File: config.mk
export PLATFORM = sky130hd
export DESIGN_NAME = ondemand_pstate_governor_core
export DESIGN_NICKNAME = d
export VERILOG_FILES = /design/src/rtl/core/opg_pkg.sv /design/src/rtl/core/opg_mem.sv /design/src/rtl/core/opg_cfg.sv /design/src/rtl/core/opg_update.sv /design/src/rtl/core/ondemand_pstate_governor_core.sv
export SDC_FILE = /design/constraint.sdc
export NUM_CORES = 1
export LEC_CHECK = 0
export BUFFER_PORTS_ARGS = -buffer_cell sky130_fd_sc_hd__buf_2
export CORE_MARGIN = 3
export CORE_UTILIZATION = 56
export DETAILED_ROUTE_END_ITERATION = 8
export PLACE_DENSITY = 0.79
export SLEW_MARGIN = 30
export SYNTH_ARGS = -nofsm -noshare
export SYNTH_HDL_FRONTEND = slang
export SYNTH_SLANG_ARGS = --single-unit
File: constraint.sdc
create_clock -name clk -period 7.1 [get_ports clk]
set_clock_uncertainty 0.1 [all_clocks]
set_input_delay 0.71 -clock clk [delete_from_list [all_inputs] [get_ports clk]]
set_output_delay 0.71 -clock clk [all_outputs]
set_load 0.02 [all_outputs]
File: src/rtl/core/opg_pkg.sv
// Package for the on-demand performance-state governor.
// Item types, per-CPU state record, register codes and ladder helpers.
// No dependencies.
`default_nettype none
package opg_pkg;

  localparam int MAX_CPUS   = 8;
  localparam int CPU_W      = $clog2(MAX_CPUS);
  localparam int MAX_STATES = 16;

  localparam logic [3:0] STATE_LAST = 4'(MAX_STATES - 1);

  // request codes
  localparam logic [1:0] REQ_TICK      = 2'd0;
  localparam logic [1:0] REQ_SET_GOV   = 2'd1;
  localparam logic [1:0] REQ_SET_STATE = 2'd2;

  // governor codes
  localparam logic [1:0] GOV_PERF   = 2'd0;
  localparam logic [1:0] GOV_SAVE   = 2'd1;
  localparam logic [1:0] GOV_DEMAND = 2'd2;
  localparam logic [1:0] GOV_SCHED  = 2'd3;

  // configuration register indexes
  localparam logic [2:0] CFG_MAX_RATIO      = 3'd0;
  localparam logic [2:0] CFG_FLOOR_RATIO    = 3'd1;
  localparam logic [2:0] CFG_ACTIVE_CPUS    = 3'd2;
  localparam logic [2:0] CFG_UP_THRESHOLD   = 3'd3;
  localparam logic [2:0] CFG_DOWN_THRESHOLD = 3'd4;

  localparam logic [7:0] FALLBACK_MAX_RATIO   = 8'd20;
  localparam logic [7:0] FALLBACK_FLOOR_RATIO = 8'd8;

  typedef struct packed {
    logic [1:0] req_type;
    logic [7:0] cpu_index;
    logic       idle_tick;
    logic [1:0] new_governor;
    logic [7:0] new_state;
  } in_item_t;

  typedef struct packed {
    logic        accepted;
    logic [3:0]  state_index;
    logic [14:0] core_mhz;
    logic [11:0] supply_mv;
    logic        ctl_write_valid;
    logic [15:0] ctl_word;
    logic [6:0]  load_pct;
    logic [1:0]  governor_now;
  } out_item_t;

  typedef struct packed {
    logic [3:0] tick_count;
    logic [4:0] busy_count;
    logic [3:0] current_state;
    logic [1:0] governor_mode;
    logic [6:0] recent_load;
  } cpu_state_t;

  localparam cpu_state_t CPU_STATE_RESET = '{
    tick_count:    4'd0,
    busy_count:    5'd0,
    current_state: 4'd0,
    governor_mode: GOV_DEMAND,
    recent_load:   7'd0
  };

  typedef struct packed {
    logic [7:0] max_ratio;
    logic [7:0] floor_ratio;
    logic [3:0] active_cpus;
    logic [6:0] up_threshold;
    logic [6:0] down_threshold;
  } cfg_t;

  // ladder shrink event, raised in the cycle a ratio register is written
  typedef struct packed {
    logic       en;
    logic [3:0] last;
  } clamp_evt_t;

  // result before frequency/voltage scaling
  typedef struct packed {
    logic       rejected;
    logic       accepted;
    logic [3:0] state_index;
    logic [7:0] ratio;
    logic       ctl_wr;
    logic [6:0] load_pct;
    logic [1:0] governor_now;
  } res_t;

  function automatic logic [7:0] top_ratio(input logic [7:0] mx);
    return (mx == 8'd0) ? FALLBACK_MAX_RATIO : mx;
  endfunction

  // index of the slowest state of the ladder
  function automatic logic [3:0] ladder_last(input logic [7:0] mx, input logic [7:0] mn);
    logic [7:0] hi;
    logic [7:0] lo;
    logic [7:0] span;
    hi = top_ratio(mx);
    lo = (mn == 8'd0) ? FALLBACK_FLOOR_RATIO : mn;
    span = hi - lo;
    if (lo > hi) begin
      return 4'd0;
    end
    if (span >= {4'd0, STATE_LAST}) begin
      return STATE_LAST;
    end
    return span[3:0];
  endfunction

endpackage
`default_nettype wire

File: src/rtl/core/opg_mem.sv
// Per-CPU state memory: one write port, one registered read port.
// Uses opg_pkg for the state record and depth.
`default_nettype none
module opg_mem (
  input  wire                       clk,
  input  wire                       rd_en,
  input  wire [opg_pkg::CPU_W-1:0]  rd_addr,
  output opg_pkg::cpu_state_t       rd_data,
  input  wire                       wr_en,
  input  wire [opg_pkg::CPU_W-1:0]  wr_addr,
  input  opg_pkg::cpu_state_t       wr_data
);
  import opg_pkg::*;

  cpu_state_t mem [MAX_CPUS];

  always_ff @(posedge clk) begin
    if (wr_en) begin
      mem[wr_addr] <= wr_data;
    end
  end

  // read-before-write on a colliding address
  always_ff @(posedge clk) begin
    if (rd_en) begin
      rd_data <= mem[rd_addr];
    end
  end

endmodule
`default_nettype wire

File: src/rtl/core/opg_cfg.sv
// Configuration registers of the governor and the ladder-shrink event.
// Uses opg_pkg for register codes and the ladder helper.
`default_nettype none
module opg_cfg (
  input  wire                 clk,
  input  wire                 rst_n,
  input  wire                 wr_en,
  input  wire [2:0]           wr_index,
  input  wire [7:0]           wr_data,
  output opg_pkg::cfg_t       cfg,
  output opg_pkg::clamp_evt_t clamp
);
  import opg_pkg::*;

  cfg_t cfg_r;
  cfg_t cfg_nxt;

  always_comb begin
    cfg_nxt = cfg_r;
    clamp   = '0;
    if (wr_en) begin
      case (wr_index)
        CFG_MAX_RATIO: begin
          cfg_nxt.max_ratio = wr_data;
          clamp.en = 1'b1;
        end
        CFG_FLOOR_RATIO: begin
          cfg_nxt.floor_ratio = wr_data;
          clamp.en = 1'b1;
        end
        CFG_ACTIVE_CPUS:    cfg_nxt.active_cpus    = wr_data[3:0];
        CFG_UP_THRESHOLD:   cfg_nxt.up_threshold   = wr_data[6:0];
        CFG_DOWN_THRESHOLD: cfg_nxt.down_threshold = wr_data[6:0];
        default: ;
      endcase
    end
    clamp.last = ladder_last(cfg_nxt.max_ratio, cfg_nxt.floor_ratio);
  end

  always_ff @(posedge clk) begin
    if (!rst_n) begin
      cfg_r.max_ratio      <= 8'd20;
      cfg_r.floor_ratio    <= 8'd8;
      cfg_r.active_cpus    <= 4'd1;
      cfg_r.up_threshold   <= 7'd80;
      cfg_r.down_threshold <= 7'd20;
    end else begin
      cfg_r <= cfg_nxt;
    end
  end

  assign cfg = cfg_r;

endmodule
`default_nettype wire

File: src/rtl/core/opg_update.sv
// Next-state and result logic for one item against one CPU's state.
// Uses opg_pkg for types, codes and ladder helpers.
`default_nettype none
module opg_update (
  input  opg_pkg::in_item_t   item,
  input  wire                 rejected,
  input  opg_pkg::cpu_state_t st,
  input  opg_pkg::cfg_t       cfg,
  output opg_pkg::cpu_state_t st_nxt,
  output logic                wr_en,
  output opg_pkg::res_t       res
);
  import opg_pkg::*;

  logic [3:0]  last;
  logic [3:0]  tick1;
  logic [4:0]  busy1;
  logic [11:0] load_mul;
  logic [6:0]  load;
  logic        acc;
  logic        ctl_wr;

  assign last     = ladder_last(cfg.max_ratio, cfg.floor_ratio);
  assign tick1    = st.tick_count + 4'd1;
  assign busy1    = item.idle_tick ? st.busy_count : st.busy_count + 5'd1;
  // busy*100/16, kept to 7 bits
  assign load_mul = {7'd0, busy1} * 12'd100;
  assign load     = load_mul[10:4];

  always_comb begin
    st_nxt = st;
    acc    = 1'b0;
    ctl_wr = 1'b0;
    case (item.req_type)
      REQ_TICK: begin
        acc = 1'b1;
        st_nxt.tick_count = tick1;
        st_nxt.busy_count = busy1;
        if (tick1 == 4'd0) begin
          st_nxt.recent_load = load;
          st_nxt.busy_count  = 5'd0;
          if (st.governor_mode inside {GOV_DEMAND, GOV_SCHED}) begin
            if (load > cfg.up_threshold && st.current_state != 4'd0) begin
              st_nxt.current_state = st.current_state - 4'd1;
              ctl_wr = 1'b1;
            end else if (load < cfg.down_threshold && st.current_state < last) begin
              st_nxt.current_state = st.current_state + 4'd1;
              ctl_wr = 1'b1;
            end
          end
        end
      end
      REQ_SET_GOV: begin
        acc = 1'b1;
        st_nxt.governor_mode = item.new_governor;
        if (item.new_governor == GOV_PERF) begin
          st_nxt.current_state = 4'd0;
          ctl_wr = 1'b1;
        end else if (item.new_governor == GOV_SAVE) begin
          st_nxt.current_state = last;
          ctl_wr = 1'b1;
        end
      end
      REQ_SET_STATE: begin
        if (item.new_state <= {4'd0, last}) begin
          acc = 1'b1;
          ctl_wr = 1'b1;
          st_nxt.current_state = item.new_state[3:0];
        end
      end
      default: ;
    endcase
  end

  assign wr_en = acc && !rejected;

  always_comb begin
    res = '0;
    res.rejected     = rejected;
    if (!rejected) begin
      res.accepted     = acc;
      res.state_index  = st_nxt.current_state;
      res.ratio        = top_ratio(cfg.max_ratio) - {4'd0, st_nxt.current_state};
      res.ctl_wr       = ctl_wr;
      res.load_pct     = st_nxt.recent_load;
      res.governor_now = st_nxt.governor_mode;
    end
  end

endmodule
`default_nettype wire

File: src/rtl/core/ondemand_pstate_governor_core.sv
// Performance-state governor core: per-CPU state in a registered-read RAM, read-modify-write.
// Throughput: one item per cycle while the output register is free or out_ready is high; the
// state read lands in stage 1, and the result is registered in the output register for out_*.
// Reset: config registers to defaults, per-CPU valid bits cleared (unwritten CPUs read as
// reset state), shrink limits opened; no memory clearing pass, items accepted right away.
// Depends on opg_pkg, opg_mem, opg_cfg, opg_update.
`default_nettype none
module ondemand_pstate_governor_core (
  input  wire                 clk,
  input  wire                 rst_n,
  input  wire                 in_valid,
  output logic                in_ready,
  input  opg_pkg::in_item_t   in_item,
  output logic                out_valid,
  input  wire                 out_ready,
  output opg_pkg::out_item_t  out_item,
  input  wire                 cfg_valid,
  output logic                cfg_ready,
  input  wire [2:0]           cfg_index,
  input  wire [7:0]           cfg_data
);
  import opg_pkg::*;

  // configuration
  cfg_t       cfg;
  clamp_evt_t clamp;

  assign cfg_ready = 1'b1;

  opg_cfg u_cfg (
    .clk      (clk),
    .rst_n    (rst_n),
    .wr_en    (cfg_valid && cfg_ready),
    .wr_index (cfg_index),
    .wr_data  (cfg_data),
    .cfg      (cfg),
    .clamp    (clamp)
  );

  // stage 1: state read in flight / item being updated
  logic             s1_vld_r;
  in_item_t         s1_item_r;
  logic             s1_rej_r;
  logic             s1_adv;
  logic [CPU_W-1:0] s1_addr;
  logic [CPU_W-1:0] in_addr;
  logic             in_fire;
  logic             in_rej;
  logic [3:0]       cpu_limit;

  // output register
  logic out_vld_r;
  res_t out_res_r;

  assign s1_addr  = s1_item_r.cpu_index[CPU_W-1:0];
  assign in_addr  = in_item.cpu_index[CPU_W-1:0];
  assign s1_adv   = s1_vld_r && (!out_vld_r || out_ready);
  assign in_ready = !s1_vld_r || s1_adv;
  assign in_fire  = in_valid && in_ready;

  // CPUs at or beyond min(active_cpus, MAX_CPUS) are refused
  assign cpu_limit = (cfg.active_cpus > 4'(MAX_CPUS)) ? 4'(MAX_CPUS) : cfg.active_cpus;
  assign in_rej    = in_item.cpu_index >= {4'd0, cpu_limit};

  // state memory
  cpu_state_t rd_data;
  cpu_state_t st_nxt;
  logic       upd_wr;
  logic       mem_wr;

  assign mem_wr = s1_adv && upd_wr;

  opg_mem u_mem (
    .clk     (clk),
    .rd_en   (in_fire),
    .rd_addr (in_addr),
    .rd_data (rd_data),
    .wr_en   (mem_wr),
    .wr_addr (s1_addr),
    .wr_data (st_nxt)
  );

  // per-CPU valid bits and shrink limits (smallest last state seen since the entry was written)
  logic [MAX_CPUS-1:0] ent_vld_r;
  logic [3:0]          lim_r [MAX_CPUS];

  always_ff @(posedge clk) begin
    if (!rst_n) begin
      ent_vld_r <= '0;
      for (int i = 0; i < MAX_CPUS; i++) begin
        lim_r[i] <= STATE_LAST;
      end
    end else begin
      for (int i = 0; i < MAX_CPUS; i++) begin
        if (mem_wr && s1_addr == CPU_W'(i)) begin
          ent_vld_r[i] <= 1'b1;
          lim_r[i]     <= STATE_LAST;
        end else if (clamp.en && clamp.last < lim_r[i]) begin
          lim_r[i] <= clamp.last;
        end
      end
    end
  end

  // forwarding: the item ahead writes the same CPU on the edge this read is issued
  logic       fwd_sel_r;
  cpu_state_t fwd_data_r;

  always_ff @(posedge clk) begin
    if (!rst_n) begin
      fwd_sel_r <= 1'b0;
    end else if (in_fire) begin
      fwd_sel_r <= mem_wr && (in_addr == s1_addr);
    end
  end

  always_ff @(posedge clk) begin
    if (in_fire) begin
      fwd_data_r <= st_nxt;
    end
  end

  always_ff @(posedge clk) begin
    if (!rst_n) begin
      s1_vld_r <= 1'b0;
    end else if (in_fire) begin
      s1_vld_r <= 1'b1;
    end else if (s1_adv) begin
      s1_vld_r <= 1'b0;
    end
  end

  always_ff @(posedge clk) begin
    if (in_fire) begin
      s1_item_r <= in_item;
      s1_rej_r  <= in_rej;
    end
  end

  // current state of the addressed CPU, with pending ladder shrink applied
  cpu_state_t st_cur;
  cpu_state_t st_base;

  always_comb begin
    if (fwd_sel_r) begin
      st_base = fwd_data_r;
    end else if (ent_vld_r[s1_addr]) begin
      st_base = rd_data;
    end else begin
      st_base = CPU_STATE_RESET;
    end
    st_cur = st_base;
    if (st_base.current_state > lim_r[s1_addr]) begin
      st_cur.current_state = lim_r[s1_addr];
    end
  end

  res_t upd_res;

  opg_update u_update (
    .item     (s1_item_r),
    .rejected (s1_rej_r),
    .st       (st_cur),
    .cfg      (cfg),
    .st_nxt   (st_nxt),
    .wr_en    (upd_wr),
    .res      (upd_res)
  );

  always_ff @(posedge clk) begin
    if (!rst_n) begin
      out_vld_r <= 1'b0;
    end else if (s1_adv) begin
      out_vld_r <= 1'b1;
    end else if (out_ready) begin
      out_vld_r <= 1'b0;
    end
  end

  always_ff @(posedge clk) begin
    if (s1_adv) begin
      out_res_r <= upd_res;
    end
  end

  // scaling from the registered ratio; a refused CPU reports all zeros
  assign out_valid = out_vld_r;

  always_comb begin
    out_item = '0;
    if (!out_res_r.rejected) begin
      out_item.accepted        = out_res_r.accepted;
      out_item.state_index     = out_res_r.state_index;
      out_item.core_mhz        = {7'd0, out_res_r.ratio} * 15'd100;
      out_item.supply_mv       = 12'd800 + 12'd5 * {4'd0, out_res_r.ratio};
      out_item.ctl_write_valid = out_res_r.ctl_wr;
      out_item.ctl_word        = out_res_r.ctl_wr ? {out_res_r.ratio, 8'h00} : 16'h0000;
      out_item.load_pct        = out_res_r.load_pct;
      out_item.governor_now    = out_res_r.governor_now;
    end
  end

endmodule
`default_nettype wire
# Word-level counts from Yosys, hierarchy flattened

Memories as Yosys holds them, arrays and structs flattened. A register that Yosys moved wholly into a read port is not among the register bits.
Cells that the tools add are included.

Flip-flop bits (word level): 108
Bits in writable memories: 208
Bits of input ports: 37
Output and inout port bits: 61
Logic and storage cells: 282
Memories: 2

Memories:

| memory    | words | width | rd ports | clocked after Yosys merged registers in | write ports | line                                | RTL |
|---|---|---|---|---|---|---|---|
| u_mem.mem | 8     | 22    | 1        | 1                                       | 1           | opg_mem.sv:15                       | `cpu_state_t mem [MAX_CPUS];` |
| lim_r     | 8     | 4     | 9        | 1                                       | 8           | ondemand_pstate_governor_core.sv:85 | `logic [3:0] lim_r [MAX_CPUS];` |

Add/subtract/negate cells: 8
Multiply operators: 3
Magnitude comparators: 20
Equal/unequal tests: 17
Muxes and demuxes: 136
Bitwise gates (word level): 16
Reductions and logical operators: 46

Operators by type and width:

| cell                   | count |
|---|---|
| $mux 4                 | 33 |
| $mux 1                 | 79 |
| $mux 58                | 1 |
| $mux 8                 | 6 |
| $mux 22                | 2 |
| $lt 4x4->1             | 9 |
| $mux 34                | 1 |
| $logic_not 8->1        | 4 |
| $mux 7                 | 4 |
| $logic_and 1x1->1      | 23 |
| $mux 9                 | 2 |
| $ge 8x4->1 const B     | 2 |
| $gt 8x8->1             | 2 |
| $mux 16                | 1 |
| $or 1x1->1             | 16 |
| $sub 8x8->8            | 2 |
| $eq 3x3->1 const B     | 5 |
| $mul 8x5->13 const B   | 1 |
| $add 10x11->12 const A | 1 |
| $eq 3x2->1 const B     | 4 |
| $pmux 4 s3             | 1 |
| $mul 3x8->11 const A   | 1 |
| $mul 5x5->9 const B    | 1 |
| $add 4x1->4 const B    | 2 |
| 29 further kinds       | 43 |

# Logic depth before layout (Yosys ltp)

Gate-level depths: netlist of the first run.

Depth in word-level cells: 19
Depth in mapped cells: 39
Gate-level depth less buffers: 38

# Cells and area by module

Synthesis of the first run repeated with hierarchy kept, for this count alone.

Cells, all modules: 1432
Area, all modules: 18695.4 sq um

Modules (own cells, without submodules):

| module                        | times used | cells each | area each (sq um) | sequential area each (sq um) |
|---|---|---|---|---|
| opg_mem                       | 1          | 289        | 7469.7            | 5945.7 |
| ondemand_pstate_governor_core | 1          | 566        | 6794.0            | 3283.1 |
| opg_update                    | 1          | 380        | 2651.3            | 0.0 |
| opg_cfg                       | 1          | 197        | 1780.5            | 680.7 |

# Worst setup path after synthesis of the first run

Ideal clock, no wire load.

Path type: reg-to-reg
Start: register s1_item_r (netlist bit s1_addr[1])
End: register out_res_r[17] (netlist name) (data pin)
Setup time: 0.266 ns
Arrival time: 7.330 ns
Required time: 6.734 ns
Setup slack: -0.597 ns
Stages on the path, launching flop included: 40
Path buffers: 1
Clock period less this slack: 7.697 ns
Path through: edfxtp_1 buf_2 mux2i_1 a22oi_2 nand2_1 nor3b_1 a21oi_1 inv_1 ha_1 nor2b_1 nand2b_1 nor2_1 xnor2_1 xnor2_1 ha_1 ha_1 ha_1 a31oi_1 (+4 left out) nand3_1 nor2_1 o211ai_1 nor3_1 o211ai_1 o311a_1 o31a_2 o2111ai_1 a31oi_1 inv_1 ha_1 nor2b_1 o21ai_0 nand2b_1 a211oi_1 nand2_1 xor2_1 nor2_1

RTL lines:

| item                     | line                                 | RTL |
|---|---|---|
| start: declaration       | ondemand_pstate_governor_core.sv:42  | `in_item_t s1_item_r;` |
| start signal: assignment | ondemand_pstate_governor_core.sv:135 | `s1_item_r <= in_item;` |
| end signal: assignment   | ondemand_pstate_governor_core.sv:182 | `out_res_r <= upd_res;` |
| end: declaration         | ondemand_pstate_governor_core.sv:53  | `res_t out_res_r;` |

==> results of run 1 <==
routing by layer:
layer	GRT usage (%)	part of all wire (%)	up-vias	wire [um]
met1	34.0	42	6263	18600
met2	40.1	47	544	21100
met4	9.60	3.6	0	1630
met3	3.95	7.7	126	3470
li1	-	-	5831	-
met5	0	0	-	0
power groups by stage:
stage          registers [mW]  logic, mW  clock network (mW)
2_1_floorplan            2.30      0.529                   0
3_5_place_dp             2.31      0.762                   0
5_1_grt                  2.28      0.926                1.98
3_3_place_gp             2.31      0.733                   0
6_report                 2.27      0.844                1.87
4_1_cts                  2.27      0.783                1.90
flip-flops by register name, indices dropped and copies added, names as in the netlist, named ones only:
| signal | count |
|---|---|
| ent_vld_r | 8 |
| fwd_data_r | 22 |
| fwd_sel_r | 1 |
| lim_r | 32 |
| out_res_r | 24 |
| out_valid | 1 |
| s1_addr | 3 |
| s1_item_r | 13 |
| s1_rej_r | 1 |
| s1_vld_r | 1 |
| u_cfg.cfg | 34 |
| u_mem.mem | 176 |
| u_mem.rd_data | 22 |
worst max-delay path, delay by kind of cell, from the launching register on:
family / cells / cell delay [ns]
buffers and inverters: 5 / 0.64
xor gates and xnor gates: 4 / 0.57
AOI/OAI and AO/OA: 11 / 1.99
adders and majority gates: 6 / 1.43
and+or+nand+nor: 12 / 1.50
muxes: 1 / 0.19
DFF: 1 / 0.42
timing repair:
item / CTS / global route
pin swaps: 22 / 34
endpoints found under the setup margin: 6 / 13
hold endpoints to repair: 0 / 0
gates cloned: 0 / 0
resized for setup: 17 / 40
buffers inserted: 15 / 14
kinds of logic after synthesis:
logic type                 Yosys count  share of synthesized area, %
adders and majority gates          140                          9.96
other                                2                        0.0411
DFF                                341                          53.4
xor gates and xnor gates            41                          2.04
AOI/OAI and AO/OA                  239                          8.75
buffers and inverters              179                          3.96
muxes                              107                          9.67
and+or+nand+nor                    442                          12.2
final cells by class:
| class | instances | area, sq um |
|---|---|---|
| inverters | 109 | 409 |
| repair buffers | 190 | 1240 |
| clock buffers | 46 | 1000 |
| fillers | 2288 | 10500 |
| clock inverters | 19 | 174 |
| multi-input cells | 980 | 8230 |
| flip-flops and latches | 341 | 9760 |
| well taps | 435 | 544 |
cells in the mapped netlist, drive strengths merged (10+ instances only):
master and instances:
mux2 32, dfxtp 48, o21a 12, xor2 14, mux4 52, buf 23, o21ai 46, nor3 34
a31oi 14, nand2b 22, a21oi 66, inv 109, nand2 96, and2 18, edfxtp 293, o211ai 10
xnor2 26, nor4 11, nor2b 61, a21o 20, nor2 116, nand3 34, mux2i 23, ha 131
clkbuf 47
cells in the final DEF (no fill, tap or decap), types with 9 or more instances in the layout:
cell type	Yosys	final
nand2b_1	22	21
ha_1	131	121
mux2_2	32	32
or3_1	9	9
nor3_2	4	10
clkinv_2	0	10
a31oi_1	13	11
dfxtp_1	48	48
clkbuf_16	0	37
o21a_1	12	12
o21ai_0	43	36
a21oi_1	65	62
conb_1	2	11
xnor2_1	26	21
buf_2	2	85
o211ai_1	10	10
and2_1	17	18
nand2_1	96	95
xor2_1	14	13
nor2b_1	61	58
buf_4	13	100
edfxtp_1	293	293
inv_1	109	107
nand3_1	34	33
a21o_1	20	20
mux4_2	52	52
mux2i_1	22	19
nor4_1	11	9
nor3_1	30	24
nor2_1	116	113
path summary, 6_finish.rpt:
check / to
worst min-delay path: s1_item_r[8]
worst max-delay path: out_res_r[17]
worst max register to register: out_res_r[17]
worst min register to register: u_cfg.cfg[9]
==> results.cfg, run 1 <==
[synth]
postSynthCellCount = 1491
synth_ff_type = edfxtp_1
synth.avg_cell_area_sq_um = 12.3
yosysTopAreaCell = edfxtp_1
synthArstFlopShare_pct = 0
seq_area_frac_synth_pct = 53.4
synth_top_area_share_pct = 48.2
synth_area_sq_um = 18300
synth_seq_cells = 341
synth_area_leaders = edfxtp_1 48%, ha_1 9.0%, mux4_2 6.4%
synth_enable_flop_cells = 293
synth.distinct_cells = 77
synth_warnings = 0

[critical_path]
crit_slowest_cell = edfxtp_1
setup.worst_path.class = flip-flop to flip-flop
cpPeakStageDelay_ns = 0.42
r2r-start = s1_addr[1]
critPathArrivalTime_ns = 7.29
r2r_cells = 39
endpoint_kind = flip-flop
crit_top_cell = ha_4
worst-path-max-fanout = 4
critPathLaunchType = flip-flop
critPathRequiredTime_ns = 7.25
crit_path_start = s1_addr[1]
r2r_slack_ns = -0.04

[pwr]
clkPwrFrac_pct = 37.5
p_total_mw = 4.99
p_seq_share_pct = 45.6
p_comb_share_pct = 16.9
ir_worst_vdd_v = 0.000140
power_density_nw_per_um2 = 233
p_sw_share_pct = 26.5
p_leak_nw = 8.46
p_int_mw = 3.67
p_switching_mw = 1.32

[placed_design]
port-buffer-count = 86
placedCellCount = 2028
place_ws_ns = -0.350
hpwl_um = 29700
dpl_cell_area_sq_um = 19700
gp_congestion = 0.897

[global_route]
grt_remaining_overflow = 0
grt_pass1_vias = 12500
grt_usage_pct = 24.8
grt_max_degree = 59
grt_pass1_wl_um = 68800
antenna_found_initial = 0

[drt]
drt_iter0_drc = 1171
via_per_inst = 6.02
dr_total_vias = 12800
wire_per_inst_um = 21.1
drc_errors = 0
drtAntennaViolNets = 0
drtPass1Iterations = 5
drt_wl_total_um = 44800

[clock_network]
cts_hold_buf = 0
cts_inserted_buffers = 36
htreeDepth = 2
clk_path_buf_depth = 3
clk_pin_slew_ns = 0.06
cts_root_buffer = clkbuf_16
insertion_delay_ns = 0.53
tritoncts = built
clkSinkCount = 341

[layout]
post-route-util_pct = 67.0
synthToLayoutAreaGrowth_pct = 17.0
n_antenna_cell = 0
fin_area_sq_um = 21400
nets = 1835
stdcell_count = 2120
drive_above_1_share_pct = 24.2

[floorplanning]
die_x_um = 187
initial_core_util_pct = 57.3
io_pins = 98
dieHeight_um = 187
num_rows = 65
die_area_sq_um = 34800
fp.coreArea_sq_um = 31900

[min_path]
min_path_type = input port to flip-flop
whs_path_depth = 1
hold_path_startpoint = in_item[8]

[timing]
fmax_mhz = 140
rsz0062_at_grt = true
setup_viol = 2
fin_crit_sh_pct = 101
fin_hold_ws_ns = 0.255
drv_slew = 0
tightest_slew_ns = 0.911
hold_viol = 0
period_minus_slack_ns = 7.14
relSlewSlack_pct = 39.3
finalSetupTns_ns = -0.0774
setup_ws_ns = -0.0401

[job]
cap_violations = 0

[run_status]
violations = setup timing
status = finished, violations left
(Power assumes the default switching activity.)
==> run 2, diff against run 1 <==
--- a/config.mk
+++ b/config.mk
@@ -9,7 +9,7 @@
 export CORE_MARGIN = 3
 export CORE_UTILIZATION = 56
 export DETAILED_ROUTE_END_ITERATION = 8
-export PLACE_DENSITY = 0.79
+export PLACE_DENSITY = 0.77
 export SLEW_MARGIN = 30
 export SYNTH_ARGS = -nofsm -noshare
 export SYNTH_HDL_FRONTEND = slang
==> run 2 against run 1 <==
Net effect:
- the run still ends with setup timing left
- clock power about the same
- sequential power hardly changed
- via count fell by 2.5%
- clock-buffer cell count shrank 1
- sequential share of layout area is 0.24 points higher
- register-to-register slack about the same
- non-clock buffer count is 15 lower
- cell count decreased by 0.80%
- maximum frequency about the same
- design area shrank 0.52%
- die area did not move
- critical endpoint is now out_res_r[14]
- highest routed layer unchanged
==> results.cfg, run 2 (synthesis gave the netlist of run 1 again) <==
[critical_path]
cp_num_buf_inv = 6
critPathLaunchType = flip-flop
r2r-end = out_res_r[14]
cpPeakStageDelay_ns = 0.51
critPathArrivalTime_ns = 7.31
r2r-start = s1_addr[1]
setup.worst_path.class = flip-flop to flip-flop
path_delay_family = adder cells
critPathRequiredTime_ns = 7.27
crit_slowest_cell = edfxtp_1
endpoint_kind = flip-flop
worst-path-max-fanout = 5
r2r_slack_ns = -0.04
r2r_cells = 39

[layout]
largest_register_ffs = 176
synthToLayoutAreaGrowth_pct = 16.4
final_cell_mix = 293 x edfxtp_1, 121 x ha_1, 113 x nor2_1, 107 x inv_1, 95 x nand2_1
top_register = u_mem.mem
n_antenna_cell = 0
nets = 1821
fillers = 2315
post-route-util_pct = 66.7
drive_above_1_share_pct = 23.3
final_common_cell = edfxtp_1
stdcell_count = 2103

[pwr]
p_leak_nw = 8.39
p_total_mw = 4.99
power_density_nw_per_um2 = 235
ir_worst_vdd_v = 0.000163

[timing]
fin_crit_sh_pct = 101
finalSetupTns_ns = -0.0761
relSlewSlack_pct = 42.6
rsz0062_at_grt = true
drv_slew = 0
setup_ws_ns = -0.0433
period_minus_slack_ns = 7.14
setup_viol = 2
tightest_slew_ns = 0.861
fmax_mhz = 140
hold_viol = 0

[placed_design]
port-buffer-count = 86
hpwl_um = 29200
gp_congestion = 0.940
placedCellCount = 2026
place_ws_ns = -0.248

[drt]
drt_wl_total_um = 43300
drc_errors = 0
drt_iter0_drc = 1077
drtAntennaViolNets = 0
via_per_inst = 5.92
wire_per_inst_um = 20.6
drtPass1Iterations = 5
dr_total_vias = 12400

[min_path]
hold_end = s1_item_r[7]
hold_path_startpoint = in_item[7]
min_path_type = input port to flip-flop
whs_path_depth = 1

[floorplanning]
die_x_um = 187
fp.coreArea_sq_um = 31900
die_area_sq_um = 34800
initial_core_util_pct = 57.3
io_pins = 98
num_rows = 65
dieHeight_um = 187

[global_route]
grt_max_degree = 58
grt_remaining_overflow = 0
grt_pass1_vias = 12500
grt_pass1_wl_um = 67700
antenna_found_initial = 1
grt_usage_pct = 24.3

[clock_network]
cts_root_buffer = clkbuf_16
clkSinkCount = 341
insertion_delay_ns = 0.54
cts_hold_buf = 0
clk_path_buf_depth = 3
tritoncts = built
htreeDepth = 2
cts_inserted_buffers = 37
clk_pin_slew_ns = 0.06

[run_status]
violations = setup timing
status = finished, violations left

[job]
cap_violations = 0
[run 2: cell types whose count changed in the layout (fill, tap and decap cells not counted), sizes merged]
cell and delta:
bufinv +1, inv -1, clkbuf -1, clkinv -3
clkinvlp +2, buf -15
[run 2: worst register-to-register path: cells and delay by family (launching register included)]
kind / cells / cell delay, ns
AO/OA/AOI/OAI: 8 / 1.48
XOR/XNOR: 5 / 0.71
adder cells (fa/ha/maj): 7 / 1.77
buffers and inverters: 6 / 0.72
flip-flops: 1 / 0.51
multiplexers: 1 / 0.22
AND/OR/NAND/NOR: 12 / 1.37
[run 2: what timing repair did]
| action | in CTS | in global routing |
|---|---|---|
| pin swaps | 25 | 40 |
| endpoints found under the setup margin | 5 | 6 |
| buffers inserted | 6 | 8 |
| resized for setup | 21 | 30 |
[run 2: how the worst max path moves through the flow]
stage                           from             to  slack (ns)  cells after the start
final                     s1_addr[1]  out_res_r[14]       -0.04                     39
after global routing      s1_addr[1]  out_res_r[17]       -0.43                     39
after CTS                 s1_addr[1]  out_res_r[17]       0.007                     37
after detailed placement  s1_addr[1]  out_res_r[16]       -0.25                     38
after global placement    s1_addr[1]  out_res_r[16]        0.03                     38
after floorplan           s1_addr[1]  out_res_r[16]       0.001                     39
[run 2: layer usage]
layer  global-route usage, %  vias to the layer above  wire length [um]
met5                       0                        -                 0
met4                    7.85                        0              1140
met3                    3.70                       84              3000
met2                    40.1                      489             20600
met1                    33.6                     6066             18600
li1                        -                     5810                 -
[run 2: power by group]
| part | total, mW | internal [mW] | switching [mW] |
|---|---|---|---|
| Clock | 1.90 | 1.13 | 0.772 |
| Combinational | 0.825 | 0.338 | 0.487 |
| Sequential | 2.27 | 2.24 | 0.0329 |
| Total | 4.99 | 3.70 | 1.29 |
[run 2: cell type report]
class	instances	area [sq um]	share of cell area, %
clock buffers	45	1010	4.74
clock inverters	18	199	0.936
inverters	109	409	1.92
multi-input cells	980	8180	38.5
flip-flops and latches	341	9760	45.9
well taps	435	544	2.56
repair buffers	175	1150	5.43
[run 2: through the flow]
stage / area, sq um / hold WS, ns
after global routing: 21300 / 0.254
after CTS: 21000 / 0.259
final: 21300 / 0.266
after global placement: 19700 / 0.350
after detailed placement: 19700 / 0.352
after floorplan: 18400 / 0.333
==> run 3, diff against run 2 <==
--- a/config.mk
+++ b/config.mk
@@ -6,10 +6,9 @@
 export NUM_CORES = 1
 export LEC_CHECK = 0
 export BUFFER_PORTS_ARGS = -buffer_cell sky130_fd_sc_hd__buf_2
-export CORE_MARGIN = 3
-export CORE_UTILIZATION = 56
+export CORE_ASPECT_RATIO = 1.4
+export CORE_UTILIZATION = 30
 export DETAILED_ROUTE_END_ITERATION = 8
-export PLACE_DENSITY = 0.77
 export SLEW_MARGIN = 30
 export SYNTH_ARGS = -nofsm -noshare
 export SYNTH_HDL_FRONTEND = slang
==> run 3 against run 2 <==
Net effect:
- the run now ends clean
- via count fell by 1.5%
- register-to-register slack improved by 0.08 ns
- routed wire length is 8.4% higher
- design area increased by 2.8%
- cell count grew 19%
- sequential share of layout area is 1.3 points lower
- largest cell class unchanged
- sequential cell count stayed put
- setup slack improved by 0.075 ns
==> results.cfg, run 3 (synthesis gave the netlist of run 1 again) <==
[layout]
synthToLayoutAreaGrowth_pct = 19.6
nets = 1845
top_register = u_mem.mem
drive_above_1_share_pct = 25.1
final_cell_mix = 293 x edfxtp_1, 123 x ha_1, 117 x buf_4, 113 x nor2_1, 105 x inv_1
final_common_cell = edfxtp_1
largest_register_ffs = 176
post-route-util_pct = 36.5
n_antenna_cell = 0
fin_area_sq_um = 21900
stdcell_count = 2500

[timing]
setup_ws_ns = 0.0321
drv_slew = 0
rsz0062_at_grt = true
relSlewSlack_pct = 41.2
setup_viol = 0
fin_hold_ws_ns = 0.209
finalSetupTns_ns = 0
tightest_slew_ns = 0.882
period_minus_slack_ns = 7.07
fmax_mhz = 141
fin_crit_sh_pct = 99.5
hold_viol = 0

[global_route]
grt_pass1_vias = 13000
antenna_found_initial = 0
grt_max_degree = 50
grt_pass1_wl_um = 72200
grt_usage_pct = 15.2
grt_remaining_overflow = 0

[drt]
dr_total_vias = 12300
via_per_inst = 4.90
wire_per_inst_um = 18.8
drt_wl_total_um = 46900
drtPass1Iterations = 5
drc_errors = 0
drtAntennaViolNets = 0
drt_iter0_drc = 668

[critical_path]
crit_top_cell = xnor2_2
crit_slowest_cell = edfxtp_1
critPathRequiredTime_ns = 7.32
r2r_slack_ns = 0.03
cp_num_buf_inv = 6
endpoint_kind = flip-flop
setup.worst_path.class = flip-flop to flip-flop
cpPeakStageDelay_ns = 0.53
r2r-end = out_res_r[15]
path_delay_family = compound AO/OA/AOI/OAI gates
r2r-start = s1_addr[1]
critPathArrivalTime_ns = 7.29
r2r_cells = 34
worst-path-max-fanout = 5
critPathLaunchType = flip-flop

[pwr]
p_switching_mw = 1.29
p_seq_share_pct = 46.6
power_density_nw_per_um2 = 223
p_comb_share_pct = 17.6
ir_worst_vdd_v = 0.000187
p_total_mw = 4.87
clkPwrFrac_pct = 35.8
p_leak_nw = 8.49
p_sw_share_pct = 26.5
p_int_mw = 3.58

[floorplanning]
fp.coreArea_sq_um = 59900
die_area_sq_um = 61900
initial_core_util_pct = 30.5
die_x_um = 211
io_pins = 98
dieHeight_um = 294
num_rows = 106

[clock_network]
cts_root_buffer = clkbuf_16
clkSinkCount = 341
tritoncts = built
clk_path_buf_depth = 3
cts_inserted_buffers = 30
insertion_delay_ns = 0.58
cts_hold_buf = 0
clk_pin_slew_ns = 0.07
htreeDepth = 1

[placed_design]
placedCellCount = 2427
dpl_cell_area_sq_um = 20300
place_ws_ns = -0.214
port-buffer-count = 86
hpwl_um = 34600
gp_congestion = 0.906

[min_path]
min_path_type = input port to flip-flop
whs_path_depth = 1
hold_path_startpoint = in_item[6]
hold_end = s1_item_r[6]

[run_status]
status = finished, final reports clean

[job]
cap_violations = 0
[run 3: changes by cell type in the layout (fill, tap and decap cells not counted), moves of 2 or more]
cell | previous run | this run
nand3_2 | 0 | 2
clkbuf_16 | 38 | 32
clkbuf_8 | 3 | 1
inv_6 | 0 | 2
xnor2_1 | 22 | 19
clkinv_1 | 3 | 0
xnor2_2 | 4 | 7
clkbuf_1 | 3 | 1
buf_4 | 84 | 117
inv_1 | 107 | 105
ha_1 | 121 | 123
clkinv_4 | 1 | 4
inv_2 | 2 | 4
[run 3: final cells by class]
class / instances / area, sq um
Clock buffer: 34 / 818
Clock inverter: 20 / 235
Fill cell: 5777 / 38100
Inverter: 109 / 409
Multi-Input combinational cell: 980 / 8250
Sequential cell: 341 / 9760
Tap cell: 810 / 1010
Timing Repair Buffer: 206 / 1370
[run 3: power by group through the flow]
stage | Clock (mW) | Combinational [mW] | Sequential (mW)
2_1_floorplan | 0 | 0.529 | 2.30
3_3_place_gp | 0 | 0.779 | 2.31
3_5_place_dp | 0 | 0.795 | 2.31
4_1_cts | 1.79 | 0.811 | 2.27
5_1_grt | 1.85 | 0.948 | 2.27
6_report | 1.75 | 0.857 | 2.27
[run 3: worst max-delay path by stage]
stage / from / endpoint / slack [ns] / cells past startpoint
after floorplan: s1_addr[1] / out_res_r[16] / 0.001 / 39
after global placement: s1_addr[1] / out_res_r[14] / -0.06 / 35
after detailed placement: s1_addr[1] / out_res_r[14] / -0.21 / 35
after CTS: s1_addr[1] / out_res_r[15] / 0.02 / 38
after global routing: s1_addr[1] / out_res_r[17] / -0.29 / 35
final: s1_addr[1] / out_res_r[15] / 0.03 / 34
[run 3: layer usage]
metal / wire [um] / vias to the layer above / global-route usage [%] / part of all wire [%]
li1: - / 5833 / - / -
met1: 17400 / 6114 / 15.5 / 37
met2: 26300 / 230 / 30.4 / 56
met3: 1320 / 83 / 1.53 / 2.8
met4: 1910 / 0 / 6.77 / 4.1
met5: 0 / - / 0 / 0
[run 3: repair_timing]
action	CTS	global route
pin swaps	19	36
setup endpoints to repair	4	16
setup buffers	8	13
resized for setup	13	50
